**src/rhc_pkg.sv**
```systemverilog
// ============================================================================
// rhc_pkg - shared definitions of the RGB to HSV converter
// Default widths, queue depth and the classification flags that travel
// from the front stage through the queue to the divider pipeline.
// ============================================================================
`default_nettype none

package rhc_pkg;

    localparam int CHANNEL_BITS_DEF  = 8;
    localparam int FRACTION_BITS_DEF = 16;
    localparam int QUEUE_DEPTH       = 2;

    // Per-pixel classification made by the front stage.
    typedef struct packed {
        logic gray;      // min equals max: hue and saturation are zero
        logic hue_neg;   // hue numerator below zero, wrap the quotient
        logic sat_full;  // min is zero: saturation clamps to all ones
    } t_rhc_flags;

endpackage

`default_nettype wire

```
**src/rhc_pixel_if.sv**
```systemverilog
// ============================================================================
// rhc_pixel_if - RGB pixel stream
// Valid/ready channel carrying one red, green and blue sample per beat.
// ============================================================================
`default_nettype none

interface rhc_pixel_if
    import rhc_pkg::*;
#(
    parameter int CHANNEL_BITS = CHANNEL_BITS_DEF
);
    logic                    valid;
    logic                    ready;
    logic [CHANNEL_BITS-1:0] red;
    logic [CHANNEL_BITS-1:0] green;
    logic [CHANNEL_BITS-1:0] blue;

    modport source (output valid, output red, output green, output blue, input ready);
    modport sink   (input valid, input red, input green, input blue, output ready);
endinterface

`default_nettype wire

```
**src/rhc_hsv_if.sv**
```systemverilog
// ============================================================================
// rhc_hsv_if - HSV pixel stream
// Valid/ready channel carrying one hue, saturation and brightness per beat.
// ============================================================================
`default_nettype none

interface rhc_hsv_if
    import rhc_pkg::*;
#(
    parameter int CHANNEL_BITS  = CHANNEL_BITS_DEF,
    parameter int FRACTION_BITS = FRACTION_BITS_DEF
);
    logic                     valid;
    logic                     ready;
    logic [FRACTION_BITS-1:0] hue;
    logic [FRACTION_BITS-1:0] saturation;
    logic [CHANNEL_BITS-1:0]  brightness;

    modport source (output valid, output hue, output saturation, output brightness,
                    input ready);
    modport sink   (input valid, input hue, input saturation, input brightness,
                    output ready);
endinterface

`default_nettype wire

```
**src/rhc_front.sv**
```systemverilog
// ============================================================================
// rhc_front - pixel classification stage
// Find max, min and hue sector, and register the divider operands.
// ============================================================================
`default_nettype none

module rhc_front
    import rhc_pkg::*;
#(
    parameter int CHANNEL_BITS = CHANNEL_BITS_DEF,
    localparam int DW = CHANNEL_BITS + 3
) (
    input  wire logic                    i_clk,
    input  wire logic                    i_rst_n,
    rhc_pixel_if.sink                    i_pix,
    output      logic                    o_valid,
    input  wire logic                    i_ready,
    output      t_rhc_flags              o_flags,
    output      logic [DW-1:0]           o_hue_num,
    output      logic [DW-1:0]           o_hue_den,
    output      logic [CHANNEL_BITS-1:0] o_sat_num,
    output      logic [CHANNEL_BITS-1:0] o_sat_den
);
    localparam int C = CHANNEL_BITS;

    logic [C-1:0]  hi, lo, delta;
    logic [C:0]    diff;
    logic [DW-1:0] base;
    logic [DW:0]   num;
    logic [DW:0]   num_abs;
    logic          accept;
    logic          r_valid;
    t_rhc_flags    n_flags;

    always_comb begin
        hi = i_pix.red;
        lo = i_pix.red;
        if (i_pix.green > hi) hi = i_pix.green;
        if (i_pix.blue  > hi) hi = i_pix.blue;
        if (i_pix.green < lo) lo = i_pix.green;
        if (i_pix.blue  < lo) lo = i_pix.blue;
        delta = hi - lo;

        // blue wins ties, then green, then red
        if (hi == i_pix.blue) begin
            base = {1'b0, delta, 2'b00};
            diff = {1'b0, i_pix.red} - {1'b0, i_pix.green};
        end else if (hi == i_pix.green) begin
            base = {2'b00, delta, 1'b0};
            diff = {1'b0, i_pix.blue} - {1'b0, i_pix.red};
        end else begin
            base = '0;
            diff = {1'b0, i_pix.green} - {1'b0, i_pix.blue};
        end

        num     = {1'b0, base} + {{3{diff[C]}}, diff};
        num_abs = num[DW] ? (~num + 1'b1) : num;

        n_flags.gray     = (hi == lo);
        n_flags.hue_neg  = num[DW];
        n_flags.sat_full = (lo == '0);
    end

    assign i_pix.ready = !r_valid || i_ready;
    assign accept      = i_pix.valid && i_pix.ready;
    assign o_valid     = r_valid;

    always_ff @(posedge i_clk) begin
        if (!i_rst_n) begin
            r_valid <= 1'b0;
        end else if (i_pix.ready) begin
            r_valid <= i_pix.valid;
        end
    end

    always_ff @(posedge i_clk) begin
        if (accept) begin
            o_flags   <= n_flags;
            o_hue_num <= num_abs[DW-1:0];
            o_hue_den <= {1'b0, delta, 2'b00} + {2'b00, delta, 1'b0};
            o_sat_num <= delta;
            o_sat_den <= hi;
        end
    end

endmodule

`default_nettype wire

```
**src/rhc_queue.sv**
```systemverilog
// ============================================================================
// rhc_queue - short decoupling queue
// Register-based FIFO between the classification stage and the dividers.
// ============================================================================
`default_nettype none

module rhc_queue
    import rhc_pkg::*;
#(
    parameter int WIDTH = 1,
    parameter int DEPTH = QUEUE_DEPTH
) (
    input  wire logic             i_clk,
    input  wire logic             i_rst_n,
    input  wire logic             i_valid,
    output      logic             o_ready,
    input  wire logic [WIDTH-1:0] i_data,
    output      logic             o_valid,
    input  wire logic             i_ready,
    output      logic [WIDTH-1:0] o_data
);
    localparam int PW = (DEPTH > 1) ? $clog2(DEPTH) : 1;
    localparam int CW = $clog2(DEPTH + 1);

    logic [WIDTH-1:0] r_mem [DEPTH];
    logic [PW-1:0]    r_wr, r_rd;
    logic [CW-1:0]    r_cnt;
    logic             push, pop;

    assign o_ready = (r_cnt != CW'(DEPTH));
    assign o_valid = (r_cnt != '0);
    assign o_data  = r_mem[r_rd];
    assign push    = i_valid && o_ready;
    assign pop     = o_valid && i_ready;

    always_ff @(posedge i_clk) begin
        if (!i_rst_n) begin
            r_wr  <= '0;
            r_rd  <= '0;
            r_cnt <= '0;
        end else begin
            if (push) begin
                r_wr <= (r_wr == PW'(DEPTH - 1)) ? '0 : r_wr + 1'b1;
            end
            if (pop) begin
                r_rd <= (r_rd == PW'(DEPTH - 1)) ? '0 : r_rd + 1'b1;
            end
            case ({push, pop})
                2'b10:   r_cnt <= r_cnt + 1'b1;
                2'b01:   r_cnt <= r_cnt - 1'b1;
                default: r_cnt <= r_cnt;
            endcase
        end
    end

    always_ff @(posedge i_clk) begin
        if (push) begin
            r_mem[r_wr] <= i_data;
        end
    end

endmodule

`default_nettype wire

```
**src/rhc_back.sv**
```systemverilog
// ============================================================================
// rhc_back - divider pipeline
// Two restoring dividers, one quotient bit per stage, plus result fixup.
// ============================================================================
`default_nettype none

module rhc_back
    import rhc_pkg::*;
#(
    parameter int CHANNEL_BITS  = CHANNEL_BITS_DEF,
    parameter int FRACTION_BITS = FRACTION_BITS_DEF,
    localparam int DW = CHANNEL_BITS + 3
) (
    input  wire logic                    i_clk,
    input  wire logic                    i_rst_n,
    input  wire logic                    i_valid,
    output      logic                    o_ready,
    input  wire t_rhc_flags              i_flags,
    input  wire logic [DW-1:0]           i_hue_num,
    input  wire logic [DW-1:0]           i_hue_den,
    input  wire logic [CHANNEL_BITS-1:0] i_sat_num,
    input  wire logic [CHANNEL_BITS-1:0] i_sat_den,
    rhc_hsv_if.source                    o_hsv
);
    localparam int C = CHANNEL_BITS;
    localparam int F = FRACTION_BITS;

    logic          en;
    logic [F-1:0]  r_vld;
    t_rhc_flags    r_flg  [F];
    logic [DW-1:0] r_hrem [F];
    logic [DW-1:0] r_hden [F];
    logic [F-1:0]  r_hq   [F];
    logic [C-1:0]  r_srem [F];
    logic [C-1:0]  r_sden [F];
    logic [F-1:0]  r_sq   [F];

    // Advance the whole pipeline unless the output beat is stalled.
    assign en      = !r_vld[F-1] || o_hsv.ready;
    assign o_ready = en;

    for (genvar s = 0; s < F; s++) begin : g_stage
        logic          vld_in;
        t_rhc_flags    flg_in;
        logic [DW-1:0] hrem_in, hden_in;
        logic [F-1:0]  hq_in, sq_in;
        logic [C-1:0]  srem_in, sden_in;
        logic [DW:0]   h2, hsub;
        logic [C:0]    s2, ssub;
        logic          hge, sge;

        if (s == 0) begin : g_head
            assign vld_in  = i_valid;
            assign flg_in  = i_flags;
            assign hrem_in = i_hue_num;
            assign hden_in = i_hue_den;
            assign hq_in   = '0;
            assign srem_in = i_sat_num;
            assign sden_in = i_sat_den;
            assign sq_in   = '0;
        end else begin : g_link
            assign vld_in  = r_vld[s-1];
            assign flg_in  = r_flg[s-1];
            assign hrem_in = r_hrem[s-1];
            assign hden_in = r_hden[s-1];
            assign hq_in   = r_hq[s-1];
            assign srem_in = r_srem[s-1];
            assign sden_in = r_sden[s-1];
            assign sq_in   = r_sq[s-1];
        end

        assign h2   = {hrem_in, 1'b0};
        assign hge  = (h2 >= {1'b0, hden_in});
        assign hsub = h2 - {1'b0, hden_in};
        assign s2   = {srem_in, 1'b0};
        assign sge  = (s2 >= {1'b0, sden_in});
        assign ssub = s2 - {1'b0, sden_in};

        always_ff @(posedge i_clk) begin
            if (!i_rst_n) begin
                r_vld[s] <= 1'b0;
            end else if (en) begin
                r_vld[s] <= vld_in;
            end
        end

        always_ff @(posedge i_clk) begin
            if (en) begin
                r_flg[s]  <= flg_in;
                r_hden[s] <= hden_in;
                r_hrem[s] <= hge ? hsub[DW-1:0] : h2[DW-1:0];
                r_hq[s]   <= {hq_in[F-2:0], hge};
                r_sden[s] <= sden_in;
                r_srem[s] <= sge ? ssub[C-1:0] : s2[C-1:0];
                r_sq[s]   <= {sq_in[F-2:0], sge};
            end
        end
    end

    always_comb begin
        o_hsv.valid      = r_vld[F-1];
        o_hsv.brightness = r_sden[F-1];
        if (r_flg[F-1].gray) begin
            o_hsv.hue        = '0;
            o_hsv.saturation = '0;
        end else begin
            // wrap a negative hue by one full turn; zero stays zero
            o_hsv.hue        = r_flg[F-1].hue_neg ? (~r_hq[F-1] + 1'b1) : r_hq[F-1];
            o_hsv.saturation = r_flg[F-1].sat_full ? '1 : r_sq[F-1];
        end
    end

endmodule

`default_nettype wire

```
**src/rgb_to_hsv_converter.sv**
```systemverilog
// ============================================================================
// rgb_to_hsv_converter - RGB to HSV pixel converter
// Classify each pixel up front, queue it, then divide in a bit-per-stage
// pipeline to form hue and saturation; brightness is the largest channel.
// ============================================================================
//
//   Channel  Dir  Beat payload                         Handshake
//   i_pix    in   red, green, blue (CHANNEL_BITS each)  valid/ready
//   o_hsv    out  hue, saturation (FRACTION_BITS),      valid/ready
//                 brightness (CHANNEL_BITS)
//
// Throughput is one pixel per clock while o_hsv is not stalled. Pixels pass
// the front register, the queue, then one divider stage per quotient bit;
// each divider stage resolves one hue bit and one saturation bit with a
// compare and subtract.
// Reset is synchronous and clears only valid bits, queue pointers and the queue count.
// A stalled output freezes the divider pipeline; the queue and the front
// register keep taking pixels until they fill.
// ============================================================================
`default_nettype none

module rgb_to_hsv_converter
    import rhc_pkg::*;
#(
    parameter int CHANNEL_BITS  = CHANNEL_BITS_DEF,
    parameter int FRACTION_BITS = FRACTION_BITS_DEF
) (
    input  wire logic i_clk,
    input  wire logic i_rst_n,
    rhc_pixel_if.sink i_pix,
    rhc_hsv_if.source o_hsv
);
    localparam int C  = CHANNEL_BITS;
    localparam int DW = CHANNEL_BITS + 3;
    localparam int QW = $bits(t_rhc_flags) + 2 * DW + 2 * C;

    // front stage to queue
    logic          f_valid, f_ready;
    t_rhc_flags    f_flags;
    logic [DW-1:0] f_hue_num, f_hue_den;
    logic [C-1:0]  f_sat_num, f_sat_den;

    // queue to divider pipeline
    logic          q_valid, b_ready;
    logic [QW-1:0] q_data;
    t_rhc_flags    q_flags;
    logic [DW-1:0] q_hue_num, q_hue_den;
    logic [C-1:0]  q_sat_num, q_sat_den;

    rhc_front #(
        .CHANNEL_BITS (CHANNEL_BITS)
    ) u_front (
        .i_clk     (i_clk),
        .i_rst_n   (i_rst_n),
        .i_pix     (i_pix),
        .o_valid   (f_valid),
        .i_ready   (f_ready),
        .o_flags   (f_flags),
        .o_hue_num (f_hue_num),
        .o_hue_den (f_hue_den),
        .o_sat_num (f_sat_num),
        .o_sat_den (f_sat_den)
    );

    // Pack the classified beat into one queue word.
    rhc_queue #(
        .WIDTH (QW),
        .DEPTH (QUEUE_DEPTH)
    ) u_queue (
        .i_clk   (i_clk),
        .i_rst_n (i_rst_n),
        .i_valid (f_valid),
        .o_ready (f_ready),
        .i_data  ({f_flags, f_hue_num, f_hue_den, f_sat_num, f_sat_den}),
        .o_valid (q_valid),
        .i_ready (b_ready),
        .o_data  (q_data)
    );

    assign {q_flags, q_hue_num, q_hue_den, q_sat_num, q_sat_den} = q_data;

    rhc_back #(
        .CHANNEL_BITS  (CHANNEL_BITS),
        .FRACTION_BITS (FRACTION_BITS)
    ) u_back (
        .i_clk     (i_clk),
        .i_rst_n   (i_rst_n),
        .i_valid   (q_valid),
        .o_ready   (b_ready),
        .i_flags   (q_flags),
        .i_hue_num (q_hue_num),
        .i_hue_den (q_hue_den),
        .i_sat_num (q_sat_num),
        .i_sat_den (q_sat_den),
        .o_hsv     (o_hsv)
    );

    // A stalled output beat must freeze the dividers: no pop from the queue.
    a_stall_freezes_back: assert property (@(posedge i_clk) disable iff (!i_rst_n)
        o_hsv.valid && !o_hsv.ready |-> !b_ready)
        else $error("divider pipeline advanced under a stalled output beat");

    // A classified beat the queue cannot take must stay in the front register.
    a_front_holds: assert property (@(posedge i_clk) disable iff (!i_rst_n)
        f_valid && !f_ready |=> f_valid)
        else $error("front beat dropped while the queue was full");

    // Black pixels carry zero hue and zero saturation.
    a_black_is_gray: assert property (@(posedge i_clk) disable iff (!i_rst_n)
        o_hsv.valid && (o_hsv.brightness == '0)
            |-> (o_hsv.hue == '0) && (o_hsv.saturation == '0))
        else $error("black pixel with nonzero hue or saturation");

endmodule

`default_nettype wire
```
**src/flat_wrapper.sv**
```systemverilog
// flat-port wrapper written by rule: the top's interface ports become plain ports
module rgb_to_hsv_converter_flat import rhc_pkg::*;
#(
    parameter int CHANNEL_BITS  = CHANNEL_BITS_DEF,
    parameter int FRACTION_BITS = FRACTION_BITS_DEF
)
  (i_clk, i_rst_n, i_pix_valid, i_pix_red, i_pix_green, i_pix_blue, i_pix_ready, o_hsv_valid, o_hsv_hue, o_hsv_saturation, o_hsv_brightness, o_hsv_ready);
  rhc_pixel_if #(.CHANNEL_BITS(CHANNEL_BITS)) i_pix_i ();
  rhc_hsv_if #(.CHANNEL_BITS(CHANNEL_BITS), .FRACTION_BITS(FRACTION_BITS)) o_hsv_i ();
  input  wire logic i_clk;
  input  wire logic i_rst_n;
  input wire logic [$bits(i_pix_i.valid)-1:0] i_pix_valid;
  input wire logic [$bits(i_pix_i.red)-1:0] i_pix_red;
  input wire logic [$bits(i_pix_i.green)-1:0] i_pix_green;
  input wire logic [$bits(i_pix_i.blue)-1:0] i_pix_blue;
  output wire logic [$bits(i_pix_i.ready)-1:0] i_pix_ready;
  output wire logic [$bits(o_hsv_i.valid)-1:0] o_hsv_valid;
  output wire logic [$bits(o_hsv_i.hue)-1:0] o_hsv_hue;
  output wire logic [$bits(o_hsv_i.saturation)-1:0] o_hsv_saturation;
  output wire logic [$bits(o_hsv_i.brightness)-1:0] o_hsv_brightness;
  input wire logic [$bits(o_hsv_i.ready)-1:0] o_hsv_ready;
  assign i_pix_i.valid = i_pix_valid;
  assign i_pix_i.red = i_pix_red;
  assign i_pix_i.green = i_pix_green;
  assign i_pix_i.blue = i_pix_blue;
  assign i_pix_ready = i_pix_i.ready;
  assign o_hsv_valid = o_hsv_i.valid;
  assign o_hsv_hue = o_hsv_i.hue;
  assign o_hsv_saturation = o_hsv_i.saturation;
  assign o_hsv_brightness = o_hsv_i.brightness;
  assign o_hsv_i.ready = o_hsv_ready;
  rgb_to_hsv_converter #(.CHANNEL_BITS(CHANNEL_BITS), .FRACTION_BITS(FRACTION_BITS)) u_core (.i_clk(i_clk), .i_rst_n(i_rst_n), .i_pix(i_pix_i), .o_hsv(o_hsv_i));
endmodule
```
**config.mk**
```make
export PLATFORM = sky130hd
export DESIGN_NAME = rgb_to_hsv_converter_flat
export DESIGN_NICKNAME = d
export VERILOG_FILES = /design/src/rhc_pkg.sv /design/src/rhc_pixel_if.sv /design/src/rhc_hsv_if.sv /design/src/rhc_front.sv /design/src/rhc_queue.sv /design/src/rhc_back.sv /design/src/rgb_to_hsv_converter.sv /design/src/flat_wrapper.sv
export SDC_FILE = /design/constraint.sdc
export NUM_CORES = 2
export LEC_CHECK = 0
export BUFFER_PORTS_ARGS = -buffer_cell sky130_fd_sc_hd__buf_4
export CORE_MARGIN = 10
export CORE_UTILIZATION = 60
export CTS_BUF_LIST = sky130_fd_sc_hd__clkbuf_2
export CTS_CLUSTER_SIZE = 30
export DETAILED_ROUTE_END_ITERATION = 10
export GPL_TIMING_DRIVEN = 0
export PLACE_DENSITY = 0.76
export REMOVE_ABC_BUFFERS = 1
export SYNTH_ARGS = -nofsm -noshare
export SYNTH_HDL_FRONTEND = slang
export SYNTH_SLANG_ARGS = --single-unit
export TNS_END_PERCENT = 20
```
**constraint.sdc**
```tcl
create_clock -name i_clk -period 42.3 [get_ports i_clk]
set_input_delay 4.23 -clock i_clk [delete_from_list [all_inputs] [get_ports i_clk]]
set_output_delay 4.23 -clock i_clk [all_outputs]
set_load 0.02 [all_outputs]
```
==> flow_results.xml <==
<?xml version="1.0" encoding="UTF-8"?>
<metrics>
  <group name="status">
    <metric name="outcome" unit="">finished clean</metric>
  </group>
  <group name="floorplan">
    <metric name="design.die.area" unit="µm²">94300</metric>
    <metric name="fp.dieH" unit="µm">307</metric>
    <metric name="rows" unit="">105</metric>
    <metric name="floorplan.initialDensity" unit="">0.604</metric>
    <metric name="chipWidth" unit="µm">307</metric>
    <metric name="core_region_area" unit="µm²">81800</metric>
    <metric name="ioPinCount" unit="">70</metric>
  </group>
  <group name="setup_path">
    <metric name="cp_slowest_stage_delay" unit="ns">0.61</metric>
    <metric name="crit_end" unit="">u_core.u_front.o_hue_num[7]</metric>
    <metric name="cp.required" unit="ns">43.41</metric>
    <metric name="crit_arrival" unit="ns">13.27</metric>
    <metric name="critical-path-top-cell-by-count" unit="">sky130_fd_sc_hd__ha_1</metric>
    <metric name="worstReg2RegEnd" unit="">u_core.u_back.r_hrem[0][3]</metric>
    <metric name="path_max_fanout" unit="">11</metric>
    <metric name="cp-end-kind" unit="">flop</metric>
    <metric name="critical_path.slowest_cell" unit="">sky130_fd_sc_hd__a21oi_1</metric>
    <metric name="r2r.worst_path.cells" unit="">16</metric>
    <metric name="critPathLaunchType" unit="">input port</metric>
    <metric name="critPathKind" unit="">in2reg</metric>
    <metric name="worst-r2r-setup-slack" unit="ns">37.94</metric>
    <metric name="crit_path_start" unit="">i_pix_green[6]</metric>
  </group>
  <group name="power_and_ir_drop">
    <metric name="power.combinational.fraction" unit="">0.425</metric>
    <metric name="total_leakage_power" unit="nW">22.4</metric>
    <metric name="ir_worst_vdd" unit="V">0.0000581</metric>
    <metric name="switching_share" unit="">0.368</metric>
    <metric name="switchingPower" unit="mW">1.58</metric>
    <metric name="power.share.clock" unit="">0.139</metric>
    <metric name="cellInternalPower" unit="mW">2.72</metric>
    <metric name="power.density_cell_area" unit="nW/µm²">80.5</metric>
    <metric name="finalPower" unit="mW">4.30</metric>
    <metric name="power_frac_seq" unit="">0.436</metric>
  </group>
  <group name="synthesis">
    <metric name="synth_top_cell_area_share" unit="">0.598</metric>
    <metric name="synthesis.yosys.warnings" unit="">0</metric>
    <metric name="synthTopCellsByArea" unit="">sky130_fd_sc_hd__edfxtp_1, sky130_fd_sc_hd__ha_1, sky130_fd_sc_hd__inv_1</metric>
    <metric name="postSynth.asyncResetShare" unit="">0</metric>
    <metric name="synth_edf_count" unit="">985</metric>
    <metric name="avgSynthCellArea" unit="µm²">12.4</metric>
    <metric name="synth_common_cells" unit="">sky130_fd_sc_hd__edfxtp_1, sky130_fd_sc_hd__inv_1, sky130_fd_sc_hd__ha_1, sky130_fd_sc_hd__o21ai_0, sky130_fd_sc_hd__nand2_1</metric>
    <metric name="synthDominantAreaCellType" unit="">sky130_fd_sc_hd__edfxtp_1</metric>
    <metric name="synth_flop_cell" unit="">sky130_fd_sc_hd__edfxtp_1</metric>
    <metric name="most_common_cell_in_the_synthesized_netlist" unit="">sky130_fd_sc_hd__edfxtp_1</metric>
    <metric name="netlist_instances" unit="">3994</metric>
    <metric name="synth_seq_cells" unit="">1007</metric>
    <metric name="synth_cell_type_count" unit="">85</metric>
    <metric name="mapped_cell_area" unit="µm²">49400</metric>
    <metric name="synth-seq-area-share" unit="">0.607</metric>
  </group>
  <group name="routing">
    <metric name="wl_per_cell" unit="µm">15.4</metric>
    <metric name="via_per_inst" unit="">5.41</metric>
    <metric name="routed-via-count" unit="">29800</metric>
    <metric name="drt_first_pass_iters" unit="">6</metric>
    <metric name="ant_nets" unit="">0</metric>
    <metric name="finalWirelength" unit="µm">84800</metric>
    <metric name="starting_drt_drc_count" unit="">1686</metric>
    <metric name="drt_drc_violations_left" unit="">0</metric>
  </group>
  <group name="sta">
    <metric name="final-setup-viol-count" unit="">0</metric>
    <metric name="highest_attainable_clock_frequency" unit="MHz">82.2</metric>
    <metric name="grt_setup_unrepaired" unit="">no</metric>
    <metric name="finalCriticalPeriod" unit="ns">12.16</metric>
    <metric name="final-hold-violation-count" unit="">0</metric>
    <metric name="worst_max_slew_pin_slew" unit="ns">1.34</metric>
    <metric name="worst_clock_skew" unit="ns">0.117</metric>
    <metric name="timing_max_transition_violations_final" unit="">0</metric>
    <metric name="worst_slew_margin_rel" unit="">0.103</metric>
    <metric name="post-route-worst-setup-slack" unit="ns">30.14</metric>
    <metric name="totalNegativeSetupSlack" unit="ns">0</metric>
    <metric name="finalCritPeriodShare" unit="">0.288</metric>
  </group>
  <group name="final_layout">
    <metric name="area_growth_syn_to_layout" unit="%">8.12</metric>
    <metric name="finish.net_count" unit="">4658</metric>
    <metric name="fillerInstances" unit="">6144</metric>
    <metric name="fin_util" unit="">0.653</metric>
    <metric name="drive_gt1_frac" unit="">0.119</metric>
    <metric name="post_route_standard_cell_area_excluding_fillers" unit="µm²">53500</metric>
  </group>
  <group name="placed_design">
    <metric name="dpl_worst_slack" unit="ns">28.93</metric>
    <metric name="hpwlAfterDp" unit="µm">60100</metric>
    <metric name="finalWeightedCongestion" unit="">0.927</metric>
    <metric name="place_area" unit="µm²">51300</metric>
    <metric name="io_buffer_count" unit="">69</metric>
  </group>
  <group name="global_routing">
    <metric name="number_of_antenna_violations_at_the_first_check_in_global_routing" unit="">2</metric>
    <metric name="grt_pass1_vias" unit="">30600</metric>
    <metric name="grt_overflow" unit="">0</metric>
    <metric name="grt_start_max_net_pins" unit="">150</metric>
    <metric name="wire_length_of_the_first_global_routing_pass" unit="µm">140000</metric>
    <metric name="grt.total_usage" unit="">0.181</metric>
  </group>
  <group name="cts">
    <metric name="worstSkewPairLatency" unit="ns">1.46</metric>
    <metric name="post_cts_resize_count" unit="">0</metric>
    <metric name="numClockSinks" unit="">1007</metric>
    <metric name="cts_tree" unit="">yes</metric>
    <metric name="ctsRootBufferMaster" unit="">sky130_fd_sc_hd__clkbuf_2</metric>
    <metric name="clk_pin_slew_worst_paths" unit="ns">0.10</metric>
    <metric name="number_of_clock_buffers_inserted_by_tritoncts" unit="">239</metric>
    <metric name="hold_fix_buffers_cts" unit="">0</metric>
    <metric name="cts_setup_buffers" unit="">0</metric>
    <metric name="cts-htree-levels" unit="">4</metric>
    <metric name="cts-root-to-sink-buffers" unit="">3</metric>
  </group>
  <group name="worst_hold_path">
    <metric name="hold_class" unit="">reg2reg</metric>
  </group>
  <group name="flow_run">
    <metric name="cap_viol_max_count" unit="">0</metric>
  </group>
</metrics>
==> per-stage QoR <==
step	std cells	hold slack, ns
floorplan	3925	0.400
global placement	5064	0.400
detailed placement	5074	0.405
CTS	5503	0.338
global route	5512	0.324
finish	5512	0.362
==> final cells by class <==
cell class | count | area, µm² | area share
antenna | 9 | 22.5 | 0.000421
clock buffer | 342 | 1710 | 0.0320
sequential | 1007 | 30000 | 0.561
multi-input combinational | 2379 | 17100 | 0.321
timing repair buffer | 79 | 771 | 0.0144
inverter | 539 | 2030 | 0.0380
clock inverter | 87 | 425 | 0.00796
tap | 1070 | 1340 | 0.0250
==> power groups by stage <==
| stage | registers [mW] | clock network [mW] | logic (mW) |
|---|---|---|---|
| after floorplan | 1.82 | 0 | 1.42 |
| after detailed placement | 1.90 | 0 | 1.82 |
| after global routing | 1.92 | 0.677 | 2.08 |
| final | 1.87 | 0.599 | 1.83 |
| after global placement | 1.88 | 0 | 1.75 |
| after CTS | 1.88 | 0.625 | 1.84 |
==> worst min path at each step <==
stage                               start                         end  slack (ns)  cells past startpoint
3_3_place_gp    u_core.u_back.r_hq[1][35]   u_core.u_back.r_hq[1][52]        0.40                      0
3_5_place_dp   u_core.u_back.r_flg[0][13]  u_core.u_back.r_flg[0][16]        0.40                      0
2_1_floorplan   u_core.u_back.r_flg[0][7]  u_core.u_back.r_flg[0][10]        0.40                      0
5_1_grt         u_core.u_back.r_hq[0][67]   u_core.u_back.r_hq[0][84]        0.32                      0
4_1_cts         u_core.u_back.r_hq[0][65]   u_core.u_back.r_hq[0][82]        0.34                      0
6_report        u_core.u_back.r_hq[1][98]  u_core.u_back.r_hq[1][115]        0.36                      0
==> worst max-delay path, delay by kind of cell <==
family,cells,cell delay [ns]
and+or+nand+nor,5,0.87
AOI/OAI and AO/OA,16,5.33
muxes,1,0.43
buffers and inverters,3,0.33
adders and majority gates,4,1.33
xor gates and xnor gates,3,0.74
==> sequential cells by signal, indices dropped and copies added, names as in the netlist, 9 cells and up, named ones only <==
signal                        count
u_core.u_back.r_hden            150
u_core.u_back.r_hrem            150
u_core.u_back.r_hq              136
u_core.u_back.r_sq              136
u_core.u_back.r_sden            128
u_core.u_back.r_srem            120
u_core.u_queue.r_mem             78
u_core.u_back.r_flg              48
u_core.u_back.g_stage.vld_in     15
u_core.u_front.o_hue_num         11
u_core.u_front.o_hue_den          9
==> logic make-up (layout without fill, tap and decap cells) <==
group / Yosys count / after routing / synth area share
buffers and inverters: 608 / 1047 / 0.0464
adder cells (fa/ha/maj): 386 / 386 / 0.103
AO/OA/AOI/OAI: 792 / 792 / 0.100
AND/OR/NAND/NOR: 903 / 903 / 0.0869
XOR/XNOR: 214 / 214 / 0.0381
multiplexers: 84 / 84 / 0.0183
other: 0 / 9 / 0
flip-flops: 1007 / 1007 / 0.607
==> cells in the final DEF, fill, tap and decap left out, types with 21 or more instances in the layout <==
cell type,n
sky130_fd_sc_hd__nand4_1,43
sky130_fd_sc_hd__nand2_1,274
sky130_fd_sc_hd__nor3_1,23
sky130_fd_sc_hd__o31ai_1,52
sky130_fd_sc_hd__buf_4,69
sky130_fd_sc_hd__and2_1,35
sky130_fd_sc_hd__xor2_1,77
sky130_fd_sc_hd__edfxtp_1,985
sky130_fd_sc_hd__a21boi_0,75
sky130_fd_sc_hd__mux2_2,53
sky130_fd_sc_hd__a21oi_1,187
sky130_fd_sc_hd__nand2b_1,52
sky130_fd_sc_hd__nand3_1,32
sky130_fd_sc_hd__xnor2_1,136
sky130_fd_sc_hd__o21ai_0,281
sky130_fd_sc_hd__clkinv_1,70
sky130_fd_sc_hd__inv_1,538
sky130_fd_sc_hd__a21o_1,40
sky130_fd_sc_hd__dfxtp_1,21
sky130_fd_sc_hd__mux2i_1,31
sky130_fd_sc_hd__clkbuf_2,342
sky130_fd_sc_hd__ha_1,349
sky130_fd_sc_hd__nor2_1,271
sky130_fd_sc_hd__fa_1,36
sky130_fd_sc_hd__nor2b_1,89
==> layer usage <==
metal | track usage | part of all wire | vias to the layer above
met1 | 0.195 | 0.40 | 14100
met4 | 0.0829 | 0.032 | 0
met3 | 0.0398 | 0.044 | 199
met5 | 0 | 0 | -
li1 | - | - | 14900
met2 | 0.335 | 0.53 | 632
Power figures use the tool's default switching activity.
